`src/sv/meter_teleinfo_frame_parser_top_assert.svh`:
```
// Assertion macros shared by the frame parser RTL.
// No dependencies; included by the files that check their own logic.
`ifndef METER_TELEINFO_FRAME_PARSER_TOP_ASSERT_SVH
`define METER_TELEINFO_FRAME_PARSER_TOP_ASSERT_SVH

`ifndef SYNTHESIS

// Same-cycle implication.
`define MTFP_ASSERT_IMPLY(lbl, ck, rs, ante, cons) \
  lbl: assert property (@(posedge ck) disable iff (rs) (ante) |-> (cons)) \
    else $error("mtfp assertion failed");

// Next-cycle implication.
`define MTFP_ASSERT_NEXT(lbl, ck, rs, ante, cons) \
  lbl: assert property (@(posedge ck) disable iff (rs) (ante) |=> (cons)) \
    else $error("mtfp assertion failed");

`else

`define MTFP_ASSERT_IMPLY(lbl, ck, rs, ante, cons)
`define MTFP_ASSERT_NEXT(lbl, ck, rs, ante, cons)

`endif

`endif

```
`src/sv/mtfp_pkg.sv`:
```
// Types and character codes for the meter frame parser.
// No dependencies; used by the store, the sequencer and the top level.
package mtfp_pkg;

  typedef logic [6:0] char_t;

  localparam char_t CH_STX   = 7'h02;
  localparam char_t CH_ETX   = 7'h03;
  localparam char_t CH_TAB   = 7'h09;
  localparam char_t CH_LF    = 7'h0A;
  localparam char_t CH_CR    = 7'h0D;
  localparam char_t CH_SPACE = 7'h20;
  localparam char_t CHK_BIAS = 7'h20;

  localparam int NAME_W  = 64;
  localparam int VALUE_W = 96;
  localparam int LEN_W   = 4;

  // message-end scan request from the byte front end
  typedef struct packed {
    logic start;
    logic historic;
  } scan_req_t;

  // scan outcome, valid while done is high
  typedef struct packed {
    logic               done;
    logic               status;
    logic [NAME_W-1:0]  name_text;
    logic [LEN_W-1:0]   name_length;
    logic [VALUE_W-1:0] value_text;
    logic [LEN_W-1:0]   value_length;
  } scan_res_t;

endpackage

```
`src/sv/mtfp_if.sv`:
```
// Valid/ready channel interfaces for the meter frame parser.
// No dependencies; used by the top level ports.
interface mtfp_byte_if;
  logic       valid;
  logic       ready;
  logic [7:0] rx_byte;

  modport source (output valid, output rx_byte, input ready);
  modport sink (input valid, input rx_byte, output ready);
endinterface

interface mtfp_result_if;
  logic        valid;
  logic        ready;
  logic        status;
  logic [63:0] name_text;
  logic [3:0]  name_length;
  logic [63:0] value_text_low;
  logic [31:0] value_text_high;
  logic [3:0]  value_length;

  modport source (output valid, output status, output name_text, output name_length,
                  output value_text_low, output value_text_high, output value_length,
                  input ready);
  modport sink (input valid, input status, input name_text, input name_length,
                input value_text_low, input value_text_high, input value_length,
                output ready);
endinterface

```
`src/sv/mtfp_store.sv`:
```
// Message byte store: one write port, one registered read port.
// Depends on mtfp_pkg for the character type.
module mtfp_store #(
  parameter int DEPTH = 37,
  localparam int ADDR_W = $clog2(DEPTH)
) (
  input  logic                clk,
  input  logic                wr_en,
  input  logic [ADDR_W-1:0]   wr_addr,
  input  mtfp_pkg::char_t     wr_data,
  input  logic                rd_en,
  input  logic [ADDR_W-1:0]   rd_addr,
  output mtfp_pkg::char_t     rd_data
);
  import mtfp_pkg::*;

  char_t mem [DEPTH];

  always_ff @(posedge clk) begin
    if (wr_en) begin
      mem[wr_addr] <= wr_data;
    end
    if (rd_en) begin
      rd_data <= mem[rd_addr];
    end
  end

endmodule

```
`src/sv/mtfp_scan.sv`:
```
// Message-end sequencer: walks the byte store through one read port,
// sums the checksum, locates separators and gathers name and value text.
// Depends on mtfp_pkg and the assertion macro header.
`include "meter_teleinfo_frame_parser_top_assert.svh"

module mtfp_scan #(
  parameter int MESSAGE_BYTES = 37,
  parameter int TAG_BYTES = 8,
  parameter int VALUE_BYTES = 12,
  localparam int FILL_W = $clog2(MESSAGE_BYTES + 1),
  localparam int ADDR_W = $clog2(MESSAGE_BYTES)
) (
  input  logic                clk,
  input  logic                rst,
  input  mtfp_pkg::scan_req_t req,
  input  logic [FILL_W-1:0]   fill,
  output logic                rd_en,
  output logic [ADDR_W-1:0]   rd_addr,
  input  mtfp_pkg::char_t     rd_data,
  output logic                busy,
  output mtfp_pkg::scan_res_t res
);
  import mtfp_pkg::*;

  localparam logic [2:0] S_IDLE  = 3'd0;
  localparam logic [2:0] S_PASS  = 3'd1;
  localparam logic [2:0] S_CHECK = 3'd2;
  localparam logic [2:0] S_VALUE = 3'd3;
  localparam logic [2:0] S_DONE  = 3'd4;

  logic [2:0]         state;
  logic [FILL_W-1:0]  n_last;
  logic [FILL_W-1:0]  span;
  char_t              sep;
  logic [FILL_W-1:0]  iss;
  logic               pv;
  logic [FILL_W-1:0]  p_idx;
  logic [5:0]         sum;
  logic [2:0]         cnt;
  logic [ADDR_W-1:0]  pos0;
  logic [ADDR_W-1:0]  pos1;
  logic [ADDR_W-1:0]  pos2;
  char_t              chk;
  logic               err;
  logic [NAME_W-1:0]  name_text;
  logic               name_zero;
  logic [LEN_W-1:0]   name_len;
  logic [ADDR_W-1:0]  vbase;
  logic [LEN_W-1:0]   vlen;
  logic [LEN_W-1:0]   vis;
  logic [VALUE_W-1:0] value_text;
  logic               val_zero;

  // checksum and separator verdict, value field bounds
  logic               ok_sum;
  logic               ok_cnt;
  logic [ADDR_W-1:0]  vs;
  logic [ADDR_W-1:0]  ve;
  logic [ADDR_W-1:0]  vdiff;
  logic [LEN_W-1:0]   vl;
  logic [LEN_W-1:0]   nl;

  always_comb begin
    ok_sum = (chk == (char_t'(sum) + CHK_BIAS));
    ok_cnt = (cnt == 3'd2) || (cnt == 3'd3);
    vs     = ((cnt == 3'd2) ? pos0 : pos1) + 1'b1;
    ve     = (cnt == 3'd2) ? pos1 : pos2;
    vdiff  = ve - vs;
    vl     = (vdiff < VALUE_BYTES) ? LEN_W'(vdiff) : LEN_W'(VALUE_BYTES);
    nl     = (pos0 < TAG_BYTES) ? LEN_W'(pos0) : LEN_W'(TAG_BYTES);
  end

  always_comb begin
    rd_en   = 1'b0;
    rd_addr = iss[ADDR_W-1:0];
    unique case (state)
      S_PASS: begin
        rd_en = (iss <= n_last);
      end
      S_VALUE: begin
        rd_en   = (vis < vlen);
        rd_addr = vbase + ADDR_W'(vis);
      end
      default: begin
        rd_en = 1'b0;
      end
    endcase
  end

  assign busy = (state != S_IDLE);

  always_comb begin
    res              = '0;
    res.done         = (state == S_DONE);
    res.status       = err;
    if (!err) begin
      res.name_text    = name_text;
      res.name_length  = name_len;
      res.value_text   = value_text;
      res.value_length = vlen;
    end
  end

  always_ff @(posedge clk) begin
    if (rst) begin
      state <= S_IDLE;
      pv    <= 1'b0;
      err   <= 1'b0;
    end else begin
      pv    <= rd_en;
      p_idx <= (state == S_PASS) ? iss : FILL_W'(vis);
      if (rd_en && (state == S_PASS)) begin
        iss <= iss + 1'b1;
      end
      if (rd_en && (state == S_VALUE)) begin
        vis <= vis + 1'b1;
      end
      unique case (state)
        S_IDLE: begin
          if (req.start) begin
            err       <= 1'b0;
            n_last    <= fill - 1'b1;
            span      <= req.historic ? (fill - 2'd2) : (fill - 1'b1);
            sep       <= req.historic ? CH_SPACE : CH_TAB;
            iss       <= '0;
            sum       <= '0;
            cnt       <= '0;
            pos0      <= '0;
            pos1      <= '0;
            pos2      <= '0;
            name_text <= '0;
            name_zero <= 1'b0;
            if (fill < 2) begin
              err   <= 1'b1;
              state <= S_DONE;
            end else begin
              state <= S_PASS;
            end
          end
        end
        S_PASS: begin
          if (pv) begin
            if (p_idx < span) begin
              sum <= sum + rd_data[5:0];
            end
            if (p_idx == n_last) begin
              chk   <= rd_data;
              state <= S_CHECK;
            end else if (rd_data == sep) begin
              if (cnt == 3'd0) pos0 <= p_idx[ADDR_W-1:0];
              if (cnt == 3'd1) pos1 <= p_idx[ADDR_W-1:0];
              if (cnt == 3'd2) pos2 <= p_idx[ADDR_W-1:0];
              // saturate past three; only two or three pass the check
              if (cnt != 3'd4) cnt <= cnt + 1'b1;
            end else if ((cnt == 3'd0) && (p_idx < TAG_BYTES)) begin
              // a zero character blanks the rest of the name
              if (rd_data == '0) begin
                name_zero <= 1'b1;
              end else if (!name_zero) begin
                name_text[{p_idx[2:0], 3'b000} +: 8] <= {1'b0, rd_data};
              end
            end
          end
        end
        S_CHECK: begin
          name_len   <= nl;
          vbase      <= vs;
          vlen       <= vl;
          vis        <= '0;
          value_text <= '0;
          val_zero   <= 1'b0;
          if (!ok_sum || !ok_cnt) begin
            err   <= 1'b1;
            state <= S_DONE;
          end else if (vl == '0) begin
            state <= S_DONE;
          end else begin
            state <= S_VALUE;
          end
        end
        S_VALUE: begin
          if (pv) begin
            if (rd_data == '0) begin
              val_zero <= 1'b1;
            end else if (!val_zero) begin
              value_text[{p_idx[3:0], 3'b000} +: 8] <= {1'b0, rd_data};
            end
            if (p_idx[LEN_W-1:0] == (vlen - 1'b1)) begin
              state <= S_DONE;
            end
          end
        end
        S_DONE: begin
          state <= S_IDLE;
        end
        default: begin
          state <= S_IDLE;
        end
      endcase
    end
  end

  `MTFP_ASSERT_IMPLY(a_start_idle, clk, rst, req.start, state == S_IDLE)
  `MTFP_ASSERT_IMPLY(a_ok_lengths, clk, rst, res.done && !res.status,
                     (res.name_length <= TAG_BYTES) && (res.value_length <= VALUE_BYTES))
  `MTFP_ASSERT_IMPLY(a_read_range, clk, rst, rd_en, rd_addr < MESSAGE_BYTES)

endmodule

```
`src/sv/meter_teleinfo_frame_parser_top.sv`:
```
// Meter tele-information frame parser. Each request carries one received byte; it is
// checked for even parity, stripped to 7 bits and tracked through STX/ETX frames and
// LF..CR messages. Ordinary bytes are taken one per cycle. At CR the block stops taking
// requests while one sequencer walks the message store through its single read port:
// first the stored bytes (up to MESSAGE_BYTES), then the delivered value bytes; that
// walk sets the rate. A result waits in an output register; a new byte is taken as
// soon as that register is free or being read. No clearing pass is needed after
// reset. Depends on mtfp_pkg, mtfp_if, mtfp_store and mtfp_scan.
`include "meter_teleinfo_frame_parser_top_assert.svh"

module meter_teleinfo_frame_parser_top #(
  parameter int MESSAGE_BYTES = 37,
  parameter int TAG_BYTES = 8,
  parameter int VALUE_BYTES = 12
) (
  input logic           clk,
  input logic           rst,
  mtfp_byte_if.sink     rx,
  mtfp_result_if.source res
);
  import mtfp_pkg::*;

  localparam int FILL_W = $clog2(MESSAGE_BYTES + 1);
  localparam int ADDR_W = $clog2(MESSAGE_BYTES);

  localparam logic [1:0] PH_FRAME = 2'd0;
  localparam logic [1:0] PH_LINE  = 2'd1;
  localparam logic [1:0] PH_TAG   = 2'd2;
  localparam logic [1:0] PH_BODY  = 2'd3;

  logic [1:0]        phase;
  logic [1:0]        phase_next;
  logic [FILL_W-1:0] fill;
  logic [FILL_W-1:0] fill_next;
  logic              historic;
  logic              historic_next;

  logic              accept;
  logic              byte_err;
  logic              wr_en;
  char_t             c;
  scan_req_t         scan_req;
  scan_res_t         scan_res;
  logic              scan_busy;
  logic              rd_en;
  logic [ADDR_W-1:0] rd_addr;
  char_t             rd_data;

  logic              out_valid;
  logic              out_status;
  logic [63:0]       out_name;
  logic [3:0]        out_name_len;
  logic [95:0]       out_value;
  logic [3:0]        out_value_len;

  assign rx.ready = !scan_busy && (!out_valid || res.ready);
  assign accept   = rx.valid && rx.ready;
  assign c        = rx.rx_byte[6:0];

  always_comb begin
    phase_next        = phase;
    fill_next         = fill;
    historic_next     = historic;
    wr_en             = 1'b0;
    byte_err          = 1'b0;
    scan_req.start    = 1'b0;
    scan_req.historic = historic;
    if (accept) begin
      if (^rx.rx_byte) begin
        byte_err   = 1'b1;
        phase_next = PH_FRAME;
      end else begin
        unique case (phase)
          PH_FRAME: begin
            if (c == CH_STX) phase_next = PH_LINE;
          end
          PH_LINE: begin
            if (c == CH_LF) begin
              fill_next  = '0;
              phase_next = PH_TAG;
            end else if (c == CH_ETX) begin
              phase_next = PH_FRAME;
            end else begin
              byte_err   = 1'b1;
              phase_next = PH_FRAME;
            end
          end
          PH_TAG: begin
            if ((c == CH_TAB) || (c == CH_SPACE)) begin
              if (fill >= MESSAGE_BYTES) begin
                byte_err   = 1'b1;
                phase_next = PH_FRAME;
              end else begin
                wr_en         = 1'b1;
                fill_next     = fill + 1'b1;
                historic_next = (c == CH_SPACE);
                phase_next    = PH_BODY;
              end
            end else if ((fill >= TAG_BYTES) || (fill >= MESSAGE_BYTES)) begin
              byte_err   = 1'b1;
              phase_next = PH_FRAME;
            end else begin
              wr_en     = 1'b1;
              fill_next = fill + 1'b1;
            end
          end
          PH_BODY: begin
            if (c == CH_CR) begin
              scan_req.start = 1'b1;
            end else if (fill >= MESSAGE_BYTES) begin
              // store full: drop the byte and wait for the next frame
              phase_next = PH_FRAME;
            end else begin
              wr_en     = 1'b1;
              fill_next = fill + 1'b1;
            end
          end
          default: begin
            phase_next = PH_FRAME;
          end
        endcase
      end
    end
    if (scan_res.done) begin
      phase_next = scan_res.status ? PH_FRAME : PH_LINE;
    end
  end

  always_ff @(posedge clk) begin
    if (rst) begin
      phase     <= PH_FRAME;
      fill      <= '0;
      historic  <= 1'b0;
      out_valid <= 1'b0;
    end else begin
      phase    <= phase_next;
      fill     <= fill_next;
      historic <= historic_next;
      if (byte_err) begin
        out_valid     <= 1'b1;
        out_status    <= 1'b1;
        out_name      <= '0;
        out_name_len  <= '0;
        out_value     <= '0;
        out_value_len <= '0;
      end else if (scan_res.done) begin
        out_valid     <= 1'b1;
        out_status    <= scan_res.status;
        out_name      <= scan_res.name_text;
        out_name_len  <= scan_res.name_length;
        out_value     <= scan_res.value_text;
        out_value_len <= scan_res.value_length;
      end else if (res.ready) begin
        out_valid <= 1'b0;
      end
    end
  end

  assign res.valid           = out_valid;
  assign res.status          = out_status;
  assign res.name_text       = out_name;
  assign res.name_length     = out_name_len;
  assign res.value_text_low  = out_value[63:0];
  assign res.value_text_high = out_value[95:64];
  assign res.value_length    = out_value_len;

  mtfp_store #(
    .DEPTH(MESSAGE_BYTES)
  ) u_store (
    .clk     (clk),
    .wr_en   (wr_en),
    .wr_addr (fill[ADDR_W-1:0]),
    .wr_data (c),
    .rd_en   (rd_en),
    .rd_addr (rd_addr),
    .rd_data (rd_data)
  );

  mtfp_scan #(
    .MESSAGE_BYTES(MESSAGE_BYTES),
    .TAG_BYTES(TAG_BYTES),
    .VALUE_BYTES(VALUE_BYTES)
  ) u_scan (
    .clk     (clk),
    .rst     (rst),
    .req     (scan_req),
    .fill    (fill),
    .rd_en   (rd_en),
    .rd_addr (rd_addr),
    .rd_data (rd_data),
    .busy    (scan_busy),
    .res     (scan_res)
  );

  `MTFP_ASSERT_IMPLY(a_done_slot_free, clk, rst, scan_res.done, !out_valid)
  `MTFP_ASSERT_IMPLY(a_tag_fill, clk, rst, phase == PH_TAG, fill <= TAG_BYTES)
  `MTFP_ASSERT_NEXT(a_cr_starts_scan, clk, rst, scan_req.start, scan_busy)

endmodule
```
`src/flat_wrapper.sv`:
```
// flat-port wrapper written by rule: the top's interface ports become plain ports
module meter_teleinfo_frame_parser_top_flat import mtfp_pkg::*;
#(
  parameter int MESSAGE_BYTES = 37,
  parameter int TAG_BYTES = 8,
  parameter int VALUE_BYTES = 12
)
  (clk, rst, rx_valid, rx_rx_byte, rx_ready, res_valid, res_status, res_name_text, res_name_length, res_value_text_low, res_value_text_high, res_value_length, res_ready);
  mtfp_byte_if rx_i ();
  mtfp_result_if res_i ();
  input logic clk;
  input logic rst;
  input wire logic [$bits(rx_i.valid)-1:0] rx_valid;
  input wire logic [$bits(rx_i.rx_byte)-1:0] rx_rx_byte;
  output wire logic [$bits(rx_i.ready)-1:0] rx_ready;
  output wire logic [$bits(res_i.valid)-1:0] res_valid;
  output wire logic [$bits(res_i.status)-1:0] res_status;
  output wire logic [$bits(res_i.name_text)-1:0] res_name_text;
  output wire logic [$bits(res_i.name_length)-1:0] res_name_length;
  output wire logic [$bits(res_i.value_text_low)-1:0] res_value_text_low;
  output wire logic [$bits(res_i.value_text_high)-1:0] res_value_text_high;
  output wire logic [$bits(res_i.value_length)-1:0] res_value_length;
  input wire logic [$bits(res_i.ready)-1:0] res_ready;
  assign rx_i.valid = rx_valid;
  assign rx_i.rx_byte = rx_rx_byte;
  assign rx_ready = rx_i.ready;
  assign res_valid = res_i.valid;
  assign res_status = res_i.status;
  assign res_name_text = res_i.name_text;
  assign res_name_length = res_i.name_length;
  assign res_value_text_low = res_i.value_text_low;
  assign res_value_text_high = res_i.value_text_high;
  assign res_value_length = res_i.value_length;
  assign res_i.ready = res_ready;
  meter_teleinfo_frame_parser_top #(.MESSAGE_BYTES(MESSAGE_BYTES), .TAG_BYTES(TAG_BYTES), .VALUE_BYTES(VALUE_BYTES)) u_core (.clk(clk), .rst(rst), .rx(rx_i), .res(res_i));
endmodule
```
`config.mk`:
```
export PLATFORM = sky130hd
export DESIGN_NAME = meter_teleinfo_frame_parser_top_flat
export DESIGN_NICKNAME = d
export VERILOG_FILES = /design/src/sv/mtfp_pkg.sv /design/src/sv/mtfp_if.sv /design/src/sv/mtfp_store.sv /design/src/sv/mtfp_scan.sv /design/src/sv/meter_teleinfo_frame_parser_top.sv /design/src/flat_wrapper.sv
export VERILOG_INCLUDE_DIRS = /design/src /design/src/sv
export SDC_FILE = /design/constraint.sdc
export NUM_CORES = 1
export LEC_CHECK = 0
export BUFFER_PORTS_ARGS = -buffer_cell sky130_fd_sc_hd__buf_2
export CAP_MARGIN = 10
export CORE_ASPECT_RATIO = 0.8
export CORE_UTILIZATION = 43
export CTS_CLUSTER_SIZE = 8
export DETAILED_ROUTE_END_ITERATION = 16
export GPL_TIMING_DRIVEN = 0
export PLACE_DENSITY = 0.59
export SYNTH_ARGS = -nofsm -noshare
export SYNTH_HDL_FRONTEND = slang
export SYNTH_SLANG_ARGS = --single-unit
```
`constraint.sdc`:
```
create_clock -name clk -period 25.2 [get_ports clk]
set_input_delay 1.26 -clock clk [delete_from_list [all_inputs] [get_ports clk]]
set_output_delay 1.26 -clock clk [all_outputs]
set_load 0.02 [all_outputs]
```
After elaboration in Yosys (flattened, before gate mapping)
Memories as Yosys holds them, arrays and structs flattened. A register that Yosys moved wholly into a read port is not among the register bits. Index checks and enable logic that the tools add are counted.

Bits in registers: 429. RAM bits: 259. Bits of input ports: 12. Output and inout port bits: 171. Logic and storage cells: 281. Memories: 1.

$add $sub $neg: 14. Order comparisons: 9. Equality and inequality tests: 49. Shift-type cells: 4. Multiplexer cells: 121. Bitwise operators: 3. Reduce and logical (&&, ||, !) cells: 48.

Memories: u_core.u_store.mem (words 37, width 7, rd ports 1, clocked after memory_dff 1, write ports 1, RTL line mtfp_store.sv:17) `char_t mem [DEPTH];`.

Operators by type and width (count): 64-bit 2-to-1 mux (8); 96-bit 2-to-1 mux (4); 96-bit one-hot mux with 2 select lines (1); 168-bit 2-to-1 mux (1); 6-bit 2-to-1 mux (28); 64-bit one-hot mux with 2 select lines (1); 96-bit bitwise mux (1); 8-bit by 9-bit variable shift with 96-bit output, first input constant (1); 8-bit by 9-bit indexed part select with 96-bit output (1); 64-bit bitwise mux (1); 8-bit by 8-bit variable shift with 64-bit output, first input constant (1); 8-bit by 8-bit indexed part select with 64-bit output (1); 6-bit one-hot mux with 2 select lines (4); 3-bit 2-to-1 mux (13); 1-bit 2-to-1 mux (34); 7-bit AND reduction (4); 5-bit AND reduction (5); 2-bit by 1-bit != test with 1-bit output, second input constant (12); 2-bit != test, second input constant (11); 7-bit by 4-bit equality test with 1-bit output, second input constant (3); 2-bit 2-to-1 mux (10); 4-bit 2-to-1 mux (5); 6-bit by 1-bit adder with 6-bit output, second input constant (3); 6-bit by 4-bit < comparator with 1-bit output, second input constant (3); 54 further kinds (92).

Logic depth before layout (Yosys ltp)
Word-level depth: 10. Depth in mapped cells: 17. Gate-level depth less buffers: 17.

Cells and area by module
A second synthesis with hierarchy kept.

Cells, all modules: 2441. Area, all modules: 32358.5 um^2.

By module, submodules not included: mtfp_scan (instances 1, cells an instance 1382, area each 13978.4 um^2, sequential area each 7307.0 um^2); mtfp_store (instances 1, cells an instance 576, area each 10700.3 um^2, sequential area each 7987.7 um^2); meter_teleinfo_frame_parser_top (instances 1, cells an instance 483, area each 7679.9 um^2, sequential area each 5275.1 um^2).

Worst setup path after synthesis
No wires, ideal clock.

Path kind: input port to flip-flop. Start point: input port rx_rx_byte[2]. End point: register u_core.out_value[0], enable pin. Setup time: 0.753 ns. Arrival: 10.713 ns. Required time: 24.447 ns. Path slack: 13.734 ns. Cell stages on the path: 9. Path buffers: 0. Path through: inv_1 > ha_1 > and4b_1 > a41oi_1 > a21oi_1 > o31ai_1 > a21oi_1 > nand2b_1 > a21oi_1.

Cells in the longest elaborated chain, start to end: 8. Elaborated cells on any way between the ends: 14. Those cells by class: eq/ne: 4; mux: 6; reduce/logical: 4.

RTL lines: start: declaration (RTL line flat_wrapper.sv:14) `input wire logic [$bits(rx_i.rx_byte)-1:0] rx_rx_byte;`; 7-bit by 2-bit equality test with 1-bit output, or another cell as far along (RTL line meter_teleinfo_frame_parser_top.sv:81) `end else if (c == CH_ETX) begin`; 1-bit 2-to-1 mux or 1-bit logical OR (tied branches) (RTL line meter_teleinfo_frame_parser_top.sv:81, meter_teleinfo_frame_parser_top.sv:89); 1-bit 2-to-1 mux, on equally long branches (RTL line meter_teleinfo_frame_parser_top.sv:78, meter_teleinfo_frame_parser_top.sv:89); 1-bit one-hot mux with 2 select lines (RTL line meter_teleinfo_frame_parser_top.sv:73) `unique case (phase)`; 1-bit 2-to-1 mux * (RTL line meter_teleinfo_frame_parser_top.sv:69) `if (^rx.rx_byte) begin`; 1-bit 2-to-1 mux * (RTL line meter_teleinfo_frame_parser_top.sv:68) `if (accept) begin`; 2-bit nonzero test (no line) *; 2-bit AND reduction (no line) *; end signal: assignment (RTL line meter_teleinfo_frame_parser_top.sv:151) `out_value <= scan_res.value_text;`; end: declaration (RTL line meter_teleinfo_frame_parser_top.sv:53) `logic [95:0] out_value;`.

Mark *: on every way between the ends. The rest lies on a longest branch, timed or not. A chain may end at the register's enable or synchronous reset.

Worst setup path after layout
Start point: input port rx_rx_byte[2]. End point: register u_core.u_scan.name_text[31], enable pin.

Cells in the longest elaborated chain, start to end: 7. Elaborated cells on any way between the ends: 8. Those cells by class: eq/ne: 2; mux: 4; reduce/logical: 2.

RTL lines: 7-bit by 4-bit equality test with 1-bit output (RTL line meter_teleinfo_frame_parser_top.sv:108) `if (c == CH_CR) begin`; 1-bit 2-to-1 mux (RTL line meter_teleinfo_frame_parser_top.sv:108); 1-bit 2-to-1 mux (RTL line meter_teleinfo_frame_parser_top.sv:73); 1-bit 2-to-1 mux * (RTL line meter_teleinfo_frame_parser_top.sv:69); 1-bit 2-to-1 mux * (RTL line meter_teleinfo_frame_parser_top.sv:68); 2-bit by 1-bit != test with 1-bit output (no line) *; 9-bit AND reduction (no line) *; end signal: indexed assignment (RTL line mtfp_scan.sv:160) `name_text[{p_idx[2:0], 3'b000} +: 8] <= {1'b0, rd_data};`; end: declaration (RTL line mtfp_scan.sv:45) `logic [NAME_W-1:0] name_text;`.

Marked as above.

==> flow_metrics.tcl <==
set metrics [dict create \
    global_route.usage.total 0.222 \
    synthesized_netlist_cell_count 2341 \
    clockPowerShare 0.436 \
    detail_route.wl_per_cell_um 22.4 \
    place_inst 3468 \
    slew_violations 0 \
    dp_hpwl_um 57300 \
    worst_clock_skew_ns 0.0728 \
    use_met1 0.336 \
    synth_warnings 0 \
    synthDominantCellAreaShare 0.660 \
    critical_path_fanout_max 39 \
    final_hold_slack_ns 0.437 \
    maxClockFrequency_mhz 210 \
    grt_start_max_net_pins 43 \
    die_w_um 301 \
    p_int_w 0.00210 \
    netlist.top_cell.by_area "sky130_fd_sc_hd__edfxtp_1" \
    grt-busiest-layer "met1" \
    start_util 0.436 \
    min_period_ns 4.76 \
    initialDrtViolationCount 2083 \
    ant_nets 0 \
    core_area_mm2 0.0705 \
    synth_nets 2419 \
    nFillCells 6075 \
    ys_seq_area_frac 0.669 \
    cp-start-kind "primary input" \
    grt_antenna_before_repair 0 \
    floorplan.die.height_um 241 \
    drtPass1Iterations 5 \
    total_leakage_power_nw 13.1 \
    synthTopCellsByCount "sky130_fd_sc_hd__edfxtp_1, sky130_fd_sc_hd__nand2_1, sky130_fd_sc_hd__and2_1" \
    setup.reg_to_reg.worst_slack_ns 20.79 \
    dpl_cell_area_mm2 0.0331 \
    total_standard_cell_area_after_synthesis_mm2 0.0307 \
    worst_ep_required_ns 25.57 \
    report.final.setup_viol 0 \
    syn_to_final_growth_pct 16.7 \
    switchingPower_w 0.000650 \
    use_met3 0.0449 \
    grt_pass1_wl_um 119000 \
    post-cts-setup-buffers 0 \
    global_route.usage.met2 0.323 \
    status "complete, no violations" \
    die-area_mm2 0.0726 \
    vias_in_the_first_global_route 19300 \
    post_synth_num_cell_types 74 \
    yosys-top-cells-area "sky130_fd_sc_hd__edfxtp_1, sky130_fd_sc_hd__mux2i_1, sky130_fd_sc_hd__and2_1, sky130_fd_sc_hd__nand2_1, sky130_fd_sc_hd__ha_1" \
    htree_num_levels 3 \
    io_pins 183 \
    remaining_drc_errors 0 \
    worst_slew_pin_slew_ns 1.13 \
    end_kind "flip-flop" \
    synthFlopType "sky130_fd_sc_hd__edfxtp_1" \
    grt.overflow.total 0 \
    cts_inserted_buffers 96 \
    maxCapViolations 0 \
    clk_path_buf_depth 3 \
    clock_sinks 690 \
    power_density_mw_per_mm2 76.5 \
    share_of_cells_above_drive_strength_1 0.137 \
    routed-via-count 20100 \
    clock_tree.root_cell "sky130_fd_sc_hd__clkbuf_16" \
    power.combinational.fraction 0.084 \
    cp_data_arrival_time_ns 5.12 \
    fin_cells 3622 \
    synth_enable_flop_cells 675 \
    worst_hold_path_type "flip-flop to flip-flop" \
    async_flop_share 0 \
    holdBufCountCts 0 \
    rsz0062_at_grt "no" \
    detail_route.wirelength_um 81100 \
    worstSetupPathType "primary input to flip-flop" \
    place.gp.congestion 0.875 \
    drt-vias-per-instance 5.55 \
    port-buffer-count 181 \
    ffs_latches_synth 690 \
    design.final.nets 2711 \
    clk_transition_reported_paths_ns 0.05 \
    cts_tree "done" \
    maximum_vdd_drop_uv 47.0 \
    syn_area_per_cell_um2 13.1 \
    count_of_standard_cell_rows 87 \
    post_cts.resized_instances 0 \
    netSwitchingFraction 0.237 \
    clock_latency_ns 0.67 \
    synth.most_common_cell "sky130_fd_sc_hd__edfxtp_1" \
    summed_negative_setup_slack_over_all_endpoints_ns 0 \
    final_design_area_no_fill_mm2 0.0359 \
    hold_viol 0 \
    slew_headroom 0.243 \
    power.share.sequential 0.480 \
    post-route-period-util 0.189 \
]
## registers in the layout (all words and copies together) (netlist names), 4 cells and up
name and flops:
u_core.u_scan.pos0 6, u_core.fill 6, u_core.res.name_length 4, u_core.res.name_text 64, u_core.u_scan.value_text 96, u_core.u_scan.vlen 4, u_core.u_store.rd_data 7, u_core.u_scan.chk 7
u_core.u_scan.p_idx 6, u_core.res.value_length 4, u_core.u_scan.sum 6, u_core.u_store.mem 259, u_core.u_scan.iss 6, u_core.u_scan.pos2 6, u_core.u_scan.vis 4, u_core.u_scan.name_len 4
u_core.u_scan.pos1 6, u_core.u_scan.name_text 64, u_core.u_scan.n_last 6, u_core.u_scan.vbase 6, u_core.out_value 96, u_core.u_scan.span 6
## per-stage QoR
stage | setup slack [ns] | total power, W | utilization
final | 20.44 | 0.00275 | 0.509
after floorplan | 13.73 | 0.00149 | -
after global routing | 20.28 | 0.00283 | 0.508
after CTS | 20.51 | 0.00276 | 0.508
after global placement | 9.09 | 0.00158 | 0.465
after detailed placement | 19.82 | 0.00157 | 0.469
## placed cells by master (no fill, tap or decap), types with 13 or more instances in the layout
cell and count:
sky130_fd_sc_hd__a21oi_1 138, sky130_fd_sc_hd__a31oi_1 14, sky130_fd_sc_hd__a32oi_1 14, sky130_fd_sc_hd__and2_1 202, sky130_fd_sc_hd__and3_1 36, sky130_fd_sc_hd__buf_2 197
sky130_fd_sc_hd__clkbuf_1 142, sky130_fd_sc_hd__clkbuf_16 96, sky130_fd_sc_hd__dfxtp_1 15, sky130_fd_sc_hd__edfxtp_1 675, sky130_fd_sc_hd__ha_1 63, sky130_fd_sc_hd__inv_1 56
sky130_fd_sc_hd__mux2i_1 140, sky130_fd_sc_hd__mux4_2 13, sky130_fd_sc_hd__nand2_1 237, sky130_fd_sc_hd__nand3_1 108, sky130_fd_sc_hd__nand4_1 17, sky130_fd_sc_hd__nor2_1 184
sky130_fd_sc_hd__nor3_1 28, sky130_fd_sc_hd__o211ai_1 16, sky130_fd_sc_hd__o21ai_0 25, sky130_fd_sc_hd__o22ai_1 15, sky130_fd_sc_hd__xnor2_1 27, sky130_fd_sc_hd__xor2_1 31
## critical path, stage by stage
cell and delay, ns:
sky130_fd_sc_hd__buf_2 0.62, sky130_fd_sc_hd__inv_1 0.16, sky130_fd_sc_hd__ha_1 0.34, sky130_fd_sc_hd__xnor3_1 0.42, sky130_fd_sc_hd__xor2_1 0.27, sky130_fd_sc_hd__and3_1 0.26
sky130_fd_sc_hd__buf_4 0.20, sky130_fd_sc_hd__o21ai_1 0.15, sky130_fd_sc_hd__o21bai_1 0.29, sky130_fd_sc_hd__a21oi_4 0.62, sky130_fd_sc_hd__buf_16 0.26, sky130_fd_sc_hd__buf_16 0.20
## logic make-up (layout without fill, tap and decap cells)
logic type,after synthesis,after routing,share of synthesized area
simple gates,875,875,0.140
flops,690,690,0.669
compound gates,303,303,0.0618
buf+inv,186,532,0.0254
mux,162,162,0.0584
fa+ha+maj,66,66,0.0276
xor+xnor,59,59,0.0173
other cells,0,1,0
## layer usage
metal | share of wire | vias up
met5 | 0 | -
met4 | 0.018 | 0
met3 | 0.087 | 127
met2 | 0.43 | 836
met1 | 0.46 | 9980
li1 | - | 9160
## final timing paths
kind                                      end  depth (start not counted)            startpoint
setup / recovery  u_core.u_scan.name_text[31]                         12         rx_rx_byte[2]
setup reg to reg       u_core.u_scan.state[0]                         14  u_core.u_scan.cnt[0]
hold reg to reg          u_core.u_scan.sep[5]                          0       u_core.historic
hold / removal           u_core.u_scan.sep[5]                          0       u_core.historic
## layout make-up
type	count	area, µm²	share of cell area
Antenna cell	1	2.50	0.0000698
Buffer	128	557	0.0155
Clock buffer	144	2590	0.0723
Clock inverter	8	178	0.00495
Inverter	58	223	0.00621
Multi-Input combinational cell	1465	9420	0.263
Sequential cell	690	20600	0.573
Tap cell	934	1170	0.0326
Timing Repair Buffer	194	1160	0.0324
## power groups by stage
| stage | registers [W] | logic, W | clock network [W] |
|---|---|---|---|
| final | 0.00132 | 0.000230 | 0.00120 |
| after global placement | 0.00136 | 0.000223 | 0 |
| after CTS | 0.00132 | 0.000232 | 0.00121 |
| after detailed placement | 0.00134 | 0.000231 | 0 |
| after global routing | 0.00132 | 0.000247 | 0.00126 |
| after floorplan | 0.00139 | 0.000100 | 0 |
No activity file was read; power rests on OpenSTA's default activity.
